===== src/rtl/core/clint_pkg.sv =====
// shared constants and types of the core-local interruptor
package clint_pkg;

    localparam int MAX_HARTS  = 8;
    localparam int HART_W     = (MAX_HARTS > 1) ? $clog2(MAX_HARTS) : 1;
    localparam int LINE_W     = 8;
    localparam int DATA_W     = 64;
    localparam int OFFSET_W   = 15;
    localparam int CNT_W      = 4;
    localparam int SOFT_IDX_W = OFFSET_W - 2;
    localparam int TMR_IDX_W  = OFFSET_W - 3;
    localparam int ADDR_W     = 3;
    localparam int PDATA_W    = 32;

    localparam logic [OFFSET_W-1:0]   MTIME_OFFSET  = 15'h7FF8;
    localparam logic [CNT_W-1:0]      HART_COUNT_RST = 4'd8;
    localparam logic [SOFT_IDX_W-1:0] SOFT_IDX_MAX  = SOFT_IDX_W'(MAX_HARTS);
    localparam logic [TMR_IDX_W-1:0]  TMR_IDX_MAX   = TMR_IDX_W'(MAX_HARTS);

    // register index carried on paddr[2]
    localparam logic CFG_IDX_HART_COUNT = 1'b0;

    localparam logic REGION_SOFT  = 1'b0;
    localparam logic REGION_TIMER = 1'b1;

    typedef enum logic [1:0] {
        REQ_READ  = 2'd0,
        REQ_WRITE = 2'd1,
        REQ_TICK  = 2'd2
    } req_type_t;

endpackage


===== src/rtl/core/core_local_interruptor.sv =====
// core-local interruptor: per-hart software pending bits, timer compares and mtime
//
// usage:
//   an item (read, write or tick) is taken at a rising edge with start high and
//   busy low; busy stays low, so an item can be given in every cycle
//   each item gives one result on read_data, access_ok, soft_irq_lines and
//   timer_irq_lines, marked by done for exactly one cycle
//   the item sits in the input register, then the decode, state update and
//   mtime >= compare checks run on it and land in the result register;
//   throughput is one item per cycle
//   the irq lines show the state after the item's own update
//   hart_count is written over APB where paddr[2] is low; the user must write
//   it only while no item is in flight, which the block does not enforce; pready is always high
//   reset clears mtime and the pending bits, sets every compare to all ones
//   and hart_count to 8; results cannot be held off by the receiver, done
//   fires whether or not anyone is listening
module core_local_interruptor (
    input  logic                                 clk,
    input  logic                                 rst_n,
    input  logic                                 start,
    output logic                                 busy,
    input  logic [1:0]                           req_type,
    input  logic                                 region,
    input  logic [clint_pkg::OFFSET_W-1:0]       offset,
    input  logic [clint_pkg::DATA_W-1:0]         write_data,
    output logic                                 done,
    output logic [clint_pkg::DATA_W-1:0]         read_data,
    output logic                                 access_ok,
    output logic [clint_pkg::LINE_W-1:0]         soft_irq_lines,
    output logic [clint_pkg::LINE_W-1:0]         timer_irq_lines,
    input  logic                                 psel,
    input  logic                                 penable,
    input  logic                                 pwrite,
    input  logic [clint_pkg::ADDR_W-1:0]         paddr,
    input  logic [clint_pkg::PDATA_W-1:0]        pwdata,
    output logic [clint_pkg::PDATA_W-1:0]        prdata,
    output logic                                 pready
);

    // configuration
    logic [clint_pkg::CNT_W-1:0] hart_count_reg;

    // input register
    logic                              in_valid_reg;
    logic [1:0]                        in_req_reg;
    logic                              in_region_reg;
    logic [clint_pkg::OFFSET_W-1:0]    in_offset_reg;
    logic [clint_pkg::DATA_W-1:0]      in_data_reg;

    // block state
    logic [clint_pkg::DATA_W-1:0]      time_reg;
    logic [clint_pkg::DATA_W-1:0]      time_next;
    logic [clint_pkg::DATA_W-1:0]      cmp_reg  [clint_pkg::MAX_HARTS];
    logic [clint_pkg::DATA_W-1:0]      cmp_next [clint_pkg::MAX_HARTS];
    logic [clint_pkg::MAX_HARTS-1:0]   soft_reg;
    logic [clint_pkg::MAX_HARTS-1:0]   soft_next;

    // result register
    logic                              done_reg;
    logic [clint_pkg::DATA_W-1:0]      rdata_reg;
    logic [clint_pkg::DATA_W-1:0]      rdata_next;
    logic                              ok_reg;
    logic                              ok_next;
    logic [clint_pkg::LINE_W-1:0]      soft_line_reg;
    logic [clint_pkg::LINE_W-1:0]      soft_line_next;
    logic [clint_pkg::LINE_W-1:0]      tmr_line_reg;
    logic [clint_pkg::LINE_W-1:0]      tmr_line_next;

    // decode
    logic [clint_pkg::SOFT_IDX_W-1:0]  soft_idx;
    logic [clint_pkg::TMR_IDX_W-1:0]   tmr_idx;
    logic [clint_pkg::SOFT_IDX_W-1:0]  soft_cnt;
    logic [clint_pkg::TMR_IDX_W-1:0]   tmr_cnt;
    logic                              soft_hit;
    logic                              tmr_hit;
    logic                              is_mtime;
    logic [clint_pkg::HART_W-1:0]      soft_hart;
    logic [clint_pkg::HART_W-1:0]      tmr_hart;
    logic                              cfg_wr;

    assign busy   = 1'b0;
    assign pready = 1'b1;
    assign cfg_wr = psel && penable && pwrite;
    assign prdata = (paddr[2] == clint_pkg::CFG_IDX_HART_COUNT)
                  ? {{(clint_pkg::PDATA_W - clint_pkg::CNT_W){1'b0}}, hart_count_reg}
                  : '0;

    always_ff @(posedge clk or negedge rst_n)
    begin
        if (!rst_n)
        begin
            hart_count_reg <= clint_pkg::HART_COUNT_RST;
        end
        else if (cfg_wr && (paddr[2] == clint_pkg::CFG_IDX_HART_COUNT))
        begin
            hart_count_reg <= pwdata[clint_pkg::CNT_W-1:0];
        end
    end

    always_ff @(posedge clk or negedge rst_n)
    begin
        if (!rst_n)
        begin
            in_valid_reg <= 1'b0;
        end
        else
        begin
            in_valid_reg <= start && !busy;
        end
    end

    always_ff @(posedge clk)
    begin
        if (start && !busy)
        begin
            in_req_reg    <= req_type;
            in_region_reg <= region;
            in_offset_reg <= offset;
            in_data_reg   <= write_data;
        end
    end

    assign soft_idx  = in_offset_reg[clint_pkg::OFFSET_W-1:2];
    assign tmr_idx   = in_offset_reg[clint_pkg::OFFSET_W-1:3];
    assign soft_cnt  = {{(clint_pkg::SOFT_IDX_W - clint_pkg::CNT_W){1'b0}}, hart_count_reg};
    assign tmr_cnt   = {{(clint_pkg::TMR_IDX_W - clint_pkg::CNT_W){1'b0}}, hart_count_reg};
    assign soft_hit  = (soft_idx < soft_cnt) && (soft_idx < clint_pkg::SOFT_IDX_MAX);
    assign tmr_hit   = (tmr_idx < tmr_cnt) && (tmr_idx < clint_pkg::TMR_IDX_MAX);
    assign is_mtime  = (in_offset_reg == clint_pkg::MTIME_OFFSET);
    assign soft_hart = soft_idx[clint_pkg::HART_W-1:0];
    assign tmr_hart  = tmr_idx[clint_pkg::HART_W-1:0];

    always_comb
    begin
        time_next  = time_reg;
        cmp_next   = cmp_reg;
        soft_next  = soft_reg;
        rdata_next = '0;
        ok_next    = 1'b0;
        if (in_valid_reg)
        begin
            case (in_req_reg)
                clint_pkg::REQ_TICK:
                begin
                    time_next = time_reg + 64'd1;
                    ok_next   = 1'b1;
                end
                clint_pkg::REQ_READ,
                clint_pkg::REQ_WRITE:
                begin
                    if (in_region_reg == clint_pkg::REGION_SOFT)
                    begin
                        if (soft_hit)
                        begin
                            ok_next = 1'b1;
                            if (in_req_reg == clint_pkg::REQ_WRITE)
                            begin
                                soft_next[soft_hart] = in_data_reg[0];
                            end
                            else
                            begin
                                rdata_next = {{(clint_pkg::DATA_W - 1){1'b0}},
                                              soft_reg[soft_hart]};
                            end
                        end
                    end
                    else if (is_mtime)
                    begin
                        // mtime wins over the hart decode
                        ok_next = 1'b1;
                        if (in_req_reg == clint_pkg::REQ_WRITE)
                        begin
                            time_next = in_data_reg;
                        end
                        else
                        begin
                            rdata_next = time_reg;
                        end
                    end
                    else if (tmr_hit)
                    begin
                        ok_next = 1'b1;
                        if (in_req_reg == clint_pkg::REQ_WRITE)
                        begin
                            cmp_next[tmr_hart] = in_data_reg;
                        end
                        else
                        begin
                            rdata_next = cmp_reg[tmr_hart];
                        end
                    end
                end
                default:
                begin
                    ok_next = 1'b0;
                end
            endcase
        end
    end

    // lines reflect the state after this item's update
    for (genvar i = 0; i < clint_pkg::LINE_W; i++)
    begin : g_line
        if (i < clint_pkg::MAX_HARTS)
        begin : g_hart
            logic present;
            assign present           = int'(hart_count_reg) > i;
            assign soft_line_next[i] = present && soft_next[i];
            assign tmr_line_next[i]  = present && (time_next >= cmp_next[i]);
        end
        else
        begin : g_none
            assign soft_line_next[i] = 1'b0;
            assign tmr_line_next[i]  = 1'b0;
        end
    end

    always_ff @(posedge clk or negedge rst_n)
    begin
        if (!rst_n)
        begin
            time_reg <= '0;
            soft_reg <= '0;
            for (int h = 0; h < clint_pkg::MAX_HARTS; h++)
            begin
                cmp_reg[h] <= '1;
            end
            done_reg <= 1'b0;
        end
        else
        begin
            time_reg <= time_next;
            soft_reg <= soft_next;
            cmp_reg  <= cmp_next;
            done_reg <= in_valid_reg;
        end
    end

    always_ff @(posedge clk)
    begin
        if (in_valid_reg)
        begin
            rdata_reg     <= rdata_next;
            ok_reg        <= ok_next;
            soft_line_reg <= soft_line_next;
            tmr_line_reg  <= tmr_line_next;
        end
    end

    assign done            = done_reg;
    assign read_data       = rdata_reg;
    assign access_ok       = ok_reg;
    assign soft_irq_lines  = soft_line_reg;
    assign timer_irq_lines = tmr_line_reg;

endmodule


===== config.mk =====
export PLATFORM = sky130hd
export DESIGN_NAME = core_local_interruptor
export DESIGN_NICKNAME = d
export VERILOG_FILES = /design/src/rtl/core/clint_pkg.sv /design/src/rtl/core/core_local_interruptor.sv
export SDC_FILE = /design/constraint.sdc
export NUM_CORES = 2
export LEC_CHECK = 0
export BUFFER_PORTS_ARGS = -buffer_cell sky130_fd_sc_hd__buf_2
export CORE_MARGIN = 5
export CORE_UTILIZATION = 30
export DETAILED_ROUTE_END_ITERATION = 8
export PLACE_DENSITY = 0.49
export SYNTH_ARGS = -nofsm -noshare
export SYNTH_HDL_FRONTEND = slang
export SYNTH_SLANG_ARGS = --single-unit
export TNS_END_PERCENT = 5

===== constraint.sdc =====
create_clock -name clk -period 10.2 [get_ports clk]
set_input_delay 2.04 -clock clk [delete_from_list [all_inputs] [get_ports clk]]
set_output_delay 2.04 -clock clk [all_outputs]
set_load 0.01 [all_outputs]

After elaboration in Yosys (flattened, before gate mapping) --
Cells that the tools add are included.
Word-level totals: register bits 753, latch bits 0, ROM bits 0, output and inout port bits 116, input bits 123, memories kept 0, word-level logic and storage cells 116, memory bits (writable) 0
Operators by class: bitwise logic cells 2, multiplexer cells 40, order comparisons 24, multiply operators 0, div/mod/pow operators 0, shift operators 0, $add $sub $neg 1, equality and inequality tests 3, reductions and logical operators 25
Operator list (count):
- $mux W512 | 6
- $mux W64 | 12
- $bwmux W512 | 1
- $ge A64 B64 Y1 | 8
- $bmux W64 S3 | 1
- $demux W64 S3 | 1
- $pmux W64 S2 | 1
- $add A64 B1 Y64 const B | 1
- $mux W8 | 5
- $logic_and A1 B1 Y1 | 23
- $gt A4 B3 Y1 const B | 4
- $eq A15 B15 Y1 const B | 1
- $lt A13 B4 Y1 | 1
- $lt A13 B4 Y1 const B | 1
- $lt A12 B4 Y1 | 1
- $lt A12 B4 Y1 const B | 1
- $bwmux W8 | 1
- $gt A4 B1 Y1 const B | 2
- $gt A4 B2 Y1 const B | 2
- $mux W1 | 8
- $ge A4 B4 Y1 const B | 1
- $lt A3 B4 Y1 const B | 1
- $lt A4 B1 Y1 const B | 1
- $mux W4 | 1
- 10 further kinds | 10

Logic depth before layout (Yosys ltp) --
depth after elaboration 14, depth in mapped cells 19, gate-level depth less buffers 16

Least setup slack after synthesis --
No wires, ideal clock.
path type flip-flop to flip-flop, from register in_valid_reg, to register tmr_line_reg (netlist bit timer_irq_lines[5]) (data pin), required time 9.931 ns, period minus slack after synthesis 5.610 ns, buffers on the path 3, arrival 5.341 ns, setup time 0.269 ns, stages on the path, launching flop included 17, slack 4.590 ns, path through dfrtp_1 -> nand3_1 -> nor2_1 -> nand3_1 -> nor2b_1 -> buf_2 -> buf_2 -> buf_2 -> mux2i_1 -> ha_1 -> nand4_1 -> nor2_1 -> a2111oi_0 -> o21ai_0 -> or3_1 -> a2111oi_0 -> nor3_1
Between the ends: longest elaborated chain between the ends 3, elaborated cells on any way between the ends 4, classes of those cells 1 x order compare; 2 x mux; 1 x reduce/logical
RTL lines:
- from (decl) | RTL line core_local_interruptor.sv:44 | logic in_valid_reg;
- from (signal assigned) | RTL line core_local_interruptor.sv:108 | in_valid_reg <= start && !busy;
- $mux W64 or $mux W512 (tied branches) | RTL line core_local_interruptor.sv:140 | if (in_valid_reg)
- $ge A64 B64 Y1 * | RTL line core_local_interruptor.sv:209 | assign tmr_line_next[i] = present && (time_next >= cmp_next[i]);
- $logic_and A1 B1 Y1 * | RTL line core_local_interruptor.sv:209
- net tmr_line_next (one bit) | RTL line core_local_interruptor.sv:67 | logic [clint_pkg::LINE_W-1:0] tmr_line_next;
- to (signal assigned) | RTL line core_local_interruptor.sv:246 | tmr_line_reg <= tmr_line_next;
- to (decl) | RTL line core_local_interruptor.sv:66 | logic [clint_pkg::LINE_W-1:0] tmr_line_reg;
The timed path passes the listed nets; every way through them passes the cells marked *. A chain may end at the register's enable or synchronous reset.

Worst setup path after layout --
from register in_offset_reg[4] (netlist bit), to register tmr_line_reg (netlist bit timer_irq_lines[5]) (data pin)
Between the ends: elaborated cells on any way between the ends 23, classes of those cells 5 x order compare; 1 x eq/ne; 13 x mux; 1 x bitwise; 3 x reduce/logical
RTL lines:
- from (decl) | RTL line core_local_interruptor.sv:47 | logic [clint_pkg::OFFSET_W-1:0] in_offset_reg;
- from (signal assigned) | RTL line core_local_interruptor.sv:118 | in_offset_reg <= offset;
- $eq A15 B15 Y1 | RTL line core_local_interruptor.sv:129 | assign is_mtime = (in_offset_reg == clint_pkg::MTIME_OFFSET);
- $mux W64 | RTL line core_local_interruptor.sv:167 | else if (is_mtime)
- $mux W64 | RTL line core_local_interruptor.sv:151 | if (in_region_reg == clint_pkg::REGION_SOFT)
- $pmux W64 S2 | RTL line core_local_interruptor.sv:142 | case (in_req_reg)
- $mux W64 | RTL line core_local_interruptor.sv:140
- net time_next (one bit) | RTL line core_local_interruptor.sv:52 | logic [clint_pkg::DATA_W-1:0] time_next;
- $ge A64 B64 Y1 | RTL line core_local_interruptor.sv:209
- $logic_and A1 B1 Y1 | RTL line core_local_interruptor.sv:209
- net tmr_line_next (one bit) | RTL line core_local_interruptor.sv:67
The timed path passes the listed nets, and every way through them passes these cells.

==> metrics.csv <==
stage,metric,value,unit
run_status,status,completed,
global_route,grt_overflow,0,
cells_and_area,num_antenna_cells,0,
routing,wl_per_cell,25.9,µm
sta,hold_violations,0,
clocking,insertion_delay,0.74,ns
routing,dr.first_iter.drc_count,2502,
cells_and_area,finalInstanceArea,56400,µm²
cells_and_area,num-nets-final,4978,
cells_and_area,drive_above_1_share,0.357,
die,io_pins,239,
flow_run,maxCapViolCount,0,
die,dieArea,173000,µm²
yosys,synth_cell_types,78,
worst_setup_path,required,10.77,ns
die,num_rows,149,
cells_and_area,multi_input_area,27200,µm²
worst_setup_path,worstPathArrival,8.40,ns
worst_setup_path,critPathLaunchType,flip-flop,
yosys,netlist.area_leader.share,0.273,
worst_setup_path,path_class,flip-flop to flip-flop,
worst_hold_path,hp-class,flip-flop to flip-flop,
yosys,ys_seq_elements,753,
sta,slew_viol_final,0,
sta,fin_crit_sh,0.768,
clocking,cts_resized,0,
clocking,cts_tree,built,
global_route,grt_pass1_wl,251000,µm
power,p_per_area,145,nW/µm²
global_route,grt_max_degree,128,
yosys,synthCells,4189,
clocking,cts_hold_buf,0,
sta,skew,0.0352,ns
die,fp.dieW,416,µm
routing,viasPerCell,5.34,
yosys,yosys-top-cells-count,"ha_1, dfstp_2, mux2i_1",
sta,fmax,0.128,GHz
yosys,ys.warnings.count,0,
worst_setup_path,path_buf_inv,4,
die,die_h,416,µm
clocking,htreeDepth,3,
power,power_leakage,24.2,nW
sta,fin_crit,7.83,ns
die,start_util,0.300,
yosys,yosysMostFrequentCell,ha_1,
cells_and_area,area_growth,14.1,%
sta,worstMarginPinSlew,1.38,ns
yosys,synth-edff-count,163,
global_route,grtUsageTotal,0.193,
global_route,antenna_found_initial,3,
clocking,clock_sinks,753,
worst_setup_path,cpMostUsedCell,buf_4,
placement,dp_hpwl,121000,µm
sta,timing.setup.tns,0,ns
sta,rsz0062_at_grt,no,
clocking,root_buffer,clkbuf_16,
worst_setup_path,path_cells,"buf_4, nand4b_1, nor4_4, nand3_1, buf_4, a21oi_2, buf_4, and3_1, o21ai_0, buf_4, ha_1, nand4_1, nor3_1, nor4b_2, nand3_1, a31oi_1, a2111oi_0, nor3_1",
worst_setup_path,slowest_delay,1.08,ns
clocking,post-cts-setup-buffers,0,
power,peakVddDrop,0.125,mV
cells_and_area,fillers,16461,
routing,dr.pass1.iters,6,
clocking,cts_buffers,94,
yosys,ys_seq_area_frac,0.411,
worst_setup_path,endpoint_kind,flip-flop,
sta,setup_viol,0,
global_route,grt_pass1_vias,35970,
routing,detail-route-antenna-nets,0,
worst_setup_path,cp_slowest_cell,nor4b_2,
placement,gp_congestion,0.878,
sta,slew_headroom,0.0683,
yosys,yosysTopAreaCell,dfstp_2,
routing,vias,35272,
worst_setup_path,critPathMaxFanout,38,
die,core,164000,µm²
cells_and_area,largest_reg_flops,512,
routing,drc,0,
yosys,syn_area,49400,µm²
yosys,avgSynthCellArea,11.8,µm²
routing,routed_wl,171000,µm
yosys,synthTopCellsByArea,"dfstp_2, ha_1, mux2_2",
worst_setup_path,cp_top_family,simple AND/OR/NAND/NOR gates,
clocking,clock_path_buffers,3,
clocking,clk_pin_slew_worst_paths,0.07,ns
placement,place_area,53000,µm²
cells_and_area,regArea,20300,µm²
yosys,synth_ff_type,dfstp_2,
placement,port_buffers,178,
yosys,async_flop_share,0.784,
-- final timing paths --
check / from / to / slack [ns] / depth (start not counted)
worst min register to register: cmp_reg[326] / cmp_reg[326] / 0.52 / 1
worst max-delay path: in_offset_reg[4] / timer_irq_lines[5] / 2.37 / 18
max in group asynchronous: rst_n / cmp_reg[308] / 6.92 / 3
worst min-delay path: cmp_reg[326] / cmp_reg[326] / 0.52 / 1
worst max register to register: in_offset_reg[4] / timer_irq_lines[5] / 2.37 / 18
min in group asynchronous: rst_n / done / 1.39 / 1
-- metal layers --
metal / vias up / global-route usage / part of all wire
met2: 949 / 0.305 / 0.45
met1: 17995 / 0.266 / 0.46
met4: 0 / 0.0736 / 0.040
li1: 16078 / - / -
met5: - / 0 / 0
met3: 250 / 0.0292 / 0.047
-- layout by cell type, fill, tap and decap left out, drive strengths merged, types with 39 or more instances in the layout --
cell / instances
a22oi: 44
dfstp: 513
nand2: 166
nor2: 137
inv: 213
o22ai: 39
o21ai: 124
buf: 310
nand4: 115
mux2i: 474
dfrtp: 77
ha: 519
edfxtp: 163
nand3: 65
clkbuf: 123
a21o: 117
nor3: 47
mux4: 130
a21oi: 237
mux2: 437
-- report_power, final --
group          switching [W]  internal (W)
logic               0.000736      0.000412
registers           0.000156       0.00317
clock network        0.00146       0.00224
-- logic make-up after synthesis --
group / Yosys count / synth area share
adders and majority gates: 519 / 0.131
other: 2 / 0.000152
muxes: 1041 / 0.255
DFF: 753 / 0.411
xor gates and xnor gates: 7 / 0.00124
and+or+nand+nor: 657 / 0.0672
buffers and inverters: 497 / 0.0428
AOI/OAI and AO/OA: 713 / 0.0914
-- stage by stage --
stage / worst slack [ns] / total power, W / utilization / hold WS (ns) / cells
2_1_floorplan: 4.59 / 0.00397 / - / 0.485 / 4217
3_3_place_gp: 2.51 / 0.00451 / 0.322 / 0.505 / 6429
3_5_place_dp: 2.42 / 0.00452 / 0.322 / 0.506 / 6429
4_1_cts: 2.42 / 0.00829 / 0.343 / 0.518 / 6606
5_1_grt: 2.22 / 0.00853 / 0.343 / 0.540 / 6606
6_report: 2.37 / 0.00817 / 0.343 / 0.518 / 6606
-- layout make-up --
| class | instances | share of cell area |
|---|---|---|
| Sequential cell | 753 | 0.360 |
| Tap cell | 2189 | 0.0486 |
| Inverter | 210 | 0.0140 |
| Timing Repair Buffer | 310 | 0.0347 |
| Multi-Input combinational cell | 2967 | 0.482 |
| Clock buffer | 123 | 0.0462 |
| Clock inverter | 54 | 0.0139 |
(Power assumes the default switching activity.)
